==> src/rtl/dmxhtp_pkg.sv <==
package dmxhtp_pkg;

  // Field widths fixed by the item format
  localparam int LEVEL_W    = 8;
  localparam int CHAN_W     = 12;
  localparam int MODE_W     = 3;
  localparam int UCOUNT_W   = 3;
  localparam int ACC_W      = 24;
  localparam int MUL_W      = 25;

  // One universe is 512 channels
  localparam int UNIVERSE_SIZE = 512;
  localparam int UNIV_SHIFT    = 9;

  // Register map
  localparam int PADDR_W = 3;
  localparam int PDATA_W = 32;
  localparam logic REG_UCOUNT = 1'b0;

  // Level constants
  localparam logic [LEVEL_W-1:0] LEVEL_FULL    = 8'd255;
  localparam logic [LEVEL_W-1:0] SWITCH_THRESH = 8'd127;

  // floor(x/255) = (x * RECIP_255) >> RECIP_SHIFT for every x below 2^24 / 1.0039
  localparam logic [MUL_W-1:0] RECIP_255   = 25'h1010102;
  localparam int               RECIP_SHIFT = 32;

  // Item modes
  typedef enum logic [MODE_W-1:0] {
    MODE_SET_LEVEL     = 3'd0,
    MODE_SET_GRAND     = 3'd1,
    MODE_SET_SEQMASTER = 3'd2,
    MODE_SET_SWITCH    = 3'd3,
    MODE_REFRESH       = 3'd4,
    MODE_READ          = 3'd5
  } mode_t;

  // Operations of the shared arithmetic unit
  typedef enum logic {
    OP_MUL    = 1'b0,
    OP_DIV255 = 1'b1
  } mix_op_t;

  // Request to the shared arithmetic unit
  typedef struct packed {
    mix_op_t              op;
    logic [LEVEL_W-1:0]   factor;
    logic [ACC_W-1:0]     operand;
  } mix_req_t;

  // Sequencer states
  typedef enum logic [3:0] {
    ST_CLEAR,
    ST_IDLE,
    ST_REF_RD,
    ST_REF_CHK,
    ST_MUL_SM,
    ST_MUL_GM,
    ST_DIV_A,
    ST_DIV_B,
    ST_MUL_OUT,
    ST_DIV_OUT,
    ST_DONE
  } state_t;

endpackage

==> src/rtl/dmxhtp_mix_unit.sv <==
// Shared arithmetic unit: one 25x25 multiplier that either scales by a
// fader level or divides by 255 through a reciprocal product.
module dmxhtp_mix_unit (
  input  dmxhtp_pkg::mix_req_t                req,
  output logic [dmxhtp_pkg::ACC_W-1:0]        result
);

  logic [dmxhtp_pkg::MUL_W-1:0]   mul_a;
  logic [dmxhtp_pkg::MUL_W-1:0]   mul_b;
  logic [2*dmxhtp_pkg::MUL_W-1:0] product;

  // Operand selection
  always_comb begin
    unique case (req.op)
      dmxhtp_pkg::OP_MUL: begin
        mul_a = dmxhtp_pkg::MUL_W'(req.factor);
        mul_b = dmxhtp_pkg::MUL_W'(req.operand);
      end
      dmxhtp_pkg::OP_DIV255: begin
        mul_a = dmxhtp_pkg::MUL_W'(req.operand);
        mul_b = dmxhtp_pkg::RECIP_255;
      end
      default: begin
        mul_a = '0;
        mul_b = '0;
      end
    endcase
  end

  assign product = mul_a * mul_b;

  // Plain product, or the quotient taken from the upper bits
  always_comb begin
    unique case (req.op)
      dmxhtp_pkg::OP_MUL:    result = product[dmxhtp_pkg::ACC_W-1:0];
      dmxhtp_pkg::OP_DIV255: result = dmxhtp_pkg::ACC_W'(product >> dmxhtp_pkg::RECIP_SHIFT);
      default:               result = '0;
    endcase
  end

endmodule

==> config.mk <==
export PLATFORM = sky130hd
export DESIGN_NAME = dmxhtp_mix_unit
export DESIGN_NICKNAME = d
export VERILOG_FILES = /design/src/rtl/dmxhtp_pkg.sv /design/src/rtl/dmxhtp_mix_unit.sv
export SDC_FILE = /design/constraint.sdc
export NUM_CORES = 1
export LEC_CHECK = 0
export BUFFER_PORTS_ARGS = -buffer_cell sky130_fd_sc_hd__buf_2
export CAP_MARGIN = 10
export CORE_MARGIN = 5
export CORE_UTILIZATION = 33
export DETAILED_ROUTE_END_ITERATION = 7
export GPL_ROUTABILITY_DRIVEN = 0
export SLEW_MARGIN = 20
export SYNTH_ARGS = -nofsm -noshare
export SYNTH_HDL_FRONTEND = slang
export SYNTH_SLANG_ARGS = --single-unit
==> constraint.sdc <==
create_clock -name vclk -period 27.2
set_input_delay 4.08 -clock vclk [all_inputs]
set_output_delay 4.08 -clock vclk [all_outputs]
set_load 0.05 [all_outputs]
==> reports/qor.csv <==
metric;value;unit
Worst EP arrival;12350;ps
Synth cell types;62;
min-delay worst type;input pin to output port;
post-DR wirelength/cell;15.7;um
register area share after synthesis;0;
io pins;57;
detailed-route wire length on metal 1;20.4;mm
Netlist Area Pre-Place;18200;um2
syn_area_per_cell;9.46;um2
Final Slew Violations;0;
DP HPWL;42.9;mm
# clk buffers;0;
Synth top area share;0.537;
Synthesis Warnings;0;
Fin. Hold Viols;0;
top cells by area, synth;fa_1 (54%), ha_1 (14%), inv_1 (13%), and2_1 (4.3%), nand2_1 (2.9%);
Post-Place Cells;2967;
drt total wl;46.7;mm
n_diodes;0;
number of global-route vias before repair;14682;
DRT iter0 DRCs;719;
vias;13167;
drt pass-1 iters;5;
Startpoint Class;input pin;
Die Y;245;um
Post-DRT Antenna Nets;0;
DRC;0;
core area;54800;um2
final worst-path cycle share;0.604;
post-route setup TNS;0;ps
die area;59800;um2
non-filler instance count after layout;2967;
largest net degree at the start of global routing;67;
Post-CTS Resized;0;
wire length on met3;2.87;mm
sequential cell area;0;um2
Max-slew headroom;0.379;
overflow left after global routing;0;
first-pass GRT wire length;77.8;mm
number of port buffers;57;
Worst Path Required;23120;ps
Fmax;60.9;MHz
Initial Utilization;0.332;
routed vias/inst;4.44;
Worst setup EP type;output port;
multi-input combinational cell area;16900;um2
row count;86;
setup violators final;0;
layout cell share with drive strength beyond 1;0.0393;
crit path time final;16430;ps
critical path peak fanout;66;
fin nets;2986;
sequential cells;0;
initial antenna violation count;1;
wire length on met2;22.5;mm
Setup Fix Bufs, Post-CTS;0;
cells after synthesis;1920;
DP Worst Slack;10950;ps
RSZ-0062 raised after global routing;no;
critical path class;input pin to output port;
FILL cells;5637;
Hold Buf Count CTS;0;
Total Routing Usage GR;0.162;
area grow syn2layout;12.4;%
Worst Tran Pin Value;925;ps
Top Layer Used;met4;
run status;completed;
Die Span X;245;um
maxcap violations;0;
final worst slack;10770;ps
cell taking the most area after synthesis;fa_1;
## worst max-delay path, stage by stage
cell      delay [ps]
buf_2            430
buf_4            640
nor2b_1          310
buf_4            280
and2_1           190
fa_1             540
inv_1             60
fa_1             480
inv_1             50
fa_1             500
inv_1             60
fa_1             540
inv_1             50
fa_1             380
fa_1             510
inv_1             50
fa_1             490
inv_1             50
ha_1             380
a21oi_1          230
nor2b_1           70
o21ai_0          160
nand2b_1          80
a211oi_1         740
nand2_1          150
xnor2_1          170
o21ai_0          300
buf_2            340
## cell usage in the layout, fill, tap and decap left out, types with 4 or more instances in the layout
master / n
a211o_1: 5
a211oi_1: 5
a21o_1: 28
a21oi_1: 59
a31oi_1: 5
and2_1: 126
and3_1: 6
buf_2: 57
buf_4: 5
conb_1: 322
fa_1: 487
ha_1: 201
inv_1: 613
nand2_1: 139
nand3_1: 9
nand4_1: 9
nor2_1: 26
nor2b_1: 28
nor3_1: 4
o21a_1: 5
o21ai_0: 23
o21ai_1: 8
o21bai_1: 6
o31ai_1: 4
xnor2_1: 22
xor2_1: 9
## per-layer routing
layer  GRT usage  vias up
met5           0        -
met4      0.0249        0
met3      0.0142       42
met2       0.278      395
met1       0.232     6739
li1            -     5991
## cell usage after synthesis (4+ instances only)
master,count
o31ai_1,4
nor3_1,4
o21ai_0,23
nand4_1,9
nand2_1,139
buf_1,4
nor2_1,26
ha_1,201
xor2_1,9
o21ai_1,8
and3_1,6
and2_1,126
inv_1,613
fa_1,487
nor2b_1,29
o21bai_1,6
a31oi_1,5
xnor2_1,22
a211o_1,5
nand3_1,9
clkbuf_1,33
a211oi_1,5
o21a_1,5
a21oi_1,59
a21o_1,28
## final cells by class
cell class,instances,area share
multi-input cells,1588,0.828
inverters,613,0.113
well taps,704,0.0431
repair buffers,62,0.0158
## cells by family after synthesis
| logic type | synth area share |
|---|---|
| xor gates and xnor gates | 0.0149 |
| buffers and inverters | 0.135 |
| adders and majority gates | 0.675 |
| and+or+nand+nor | 0.104 |
| other | 0.000413 |
| muxes | 0.00186 |
| AOI/OAI and AO/OA | 0.0689 |
## worst paths after layout
kind              startpoint         end  slack [ps]  depth (start not counted)
setup / recovery     req[32]   result[0]       10770                         28
hold / removal       req[32]  result[19]        8860                          3
## through the flow
| stage | instance area [um2] | util | hold WS (ps) |
|---|---|---|---|
| CTS | 20400 | 0.373 | 8860 |
| floorplan | 19400 | - | 8670 |
| finish | 20400 | 0.373 | 8860 |
| global route | 20400 | 0.373 | 8890 |
| detailed placement | 20400 | 0.373 | 8860 |
| global placement | 20400 | 0.373 | 8840 |
Power is left out: the tool's default activity adds up to more than one toggle a clock period on the data nets, which glitch-free logic cannot reach.
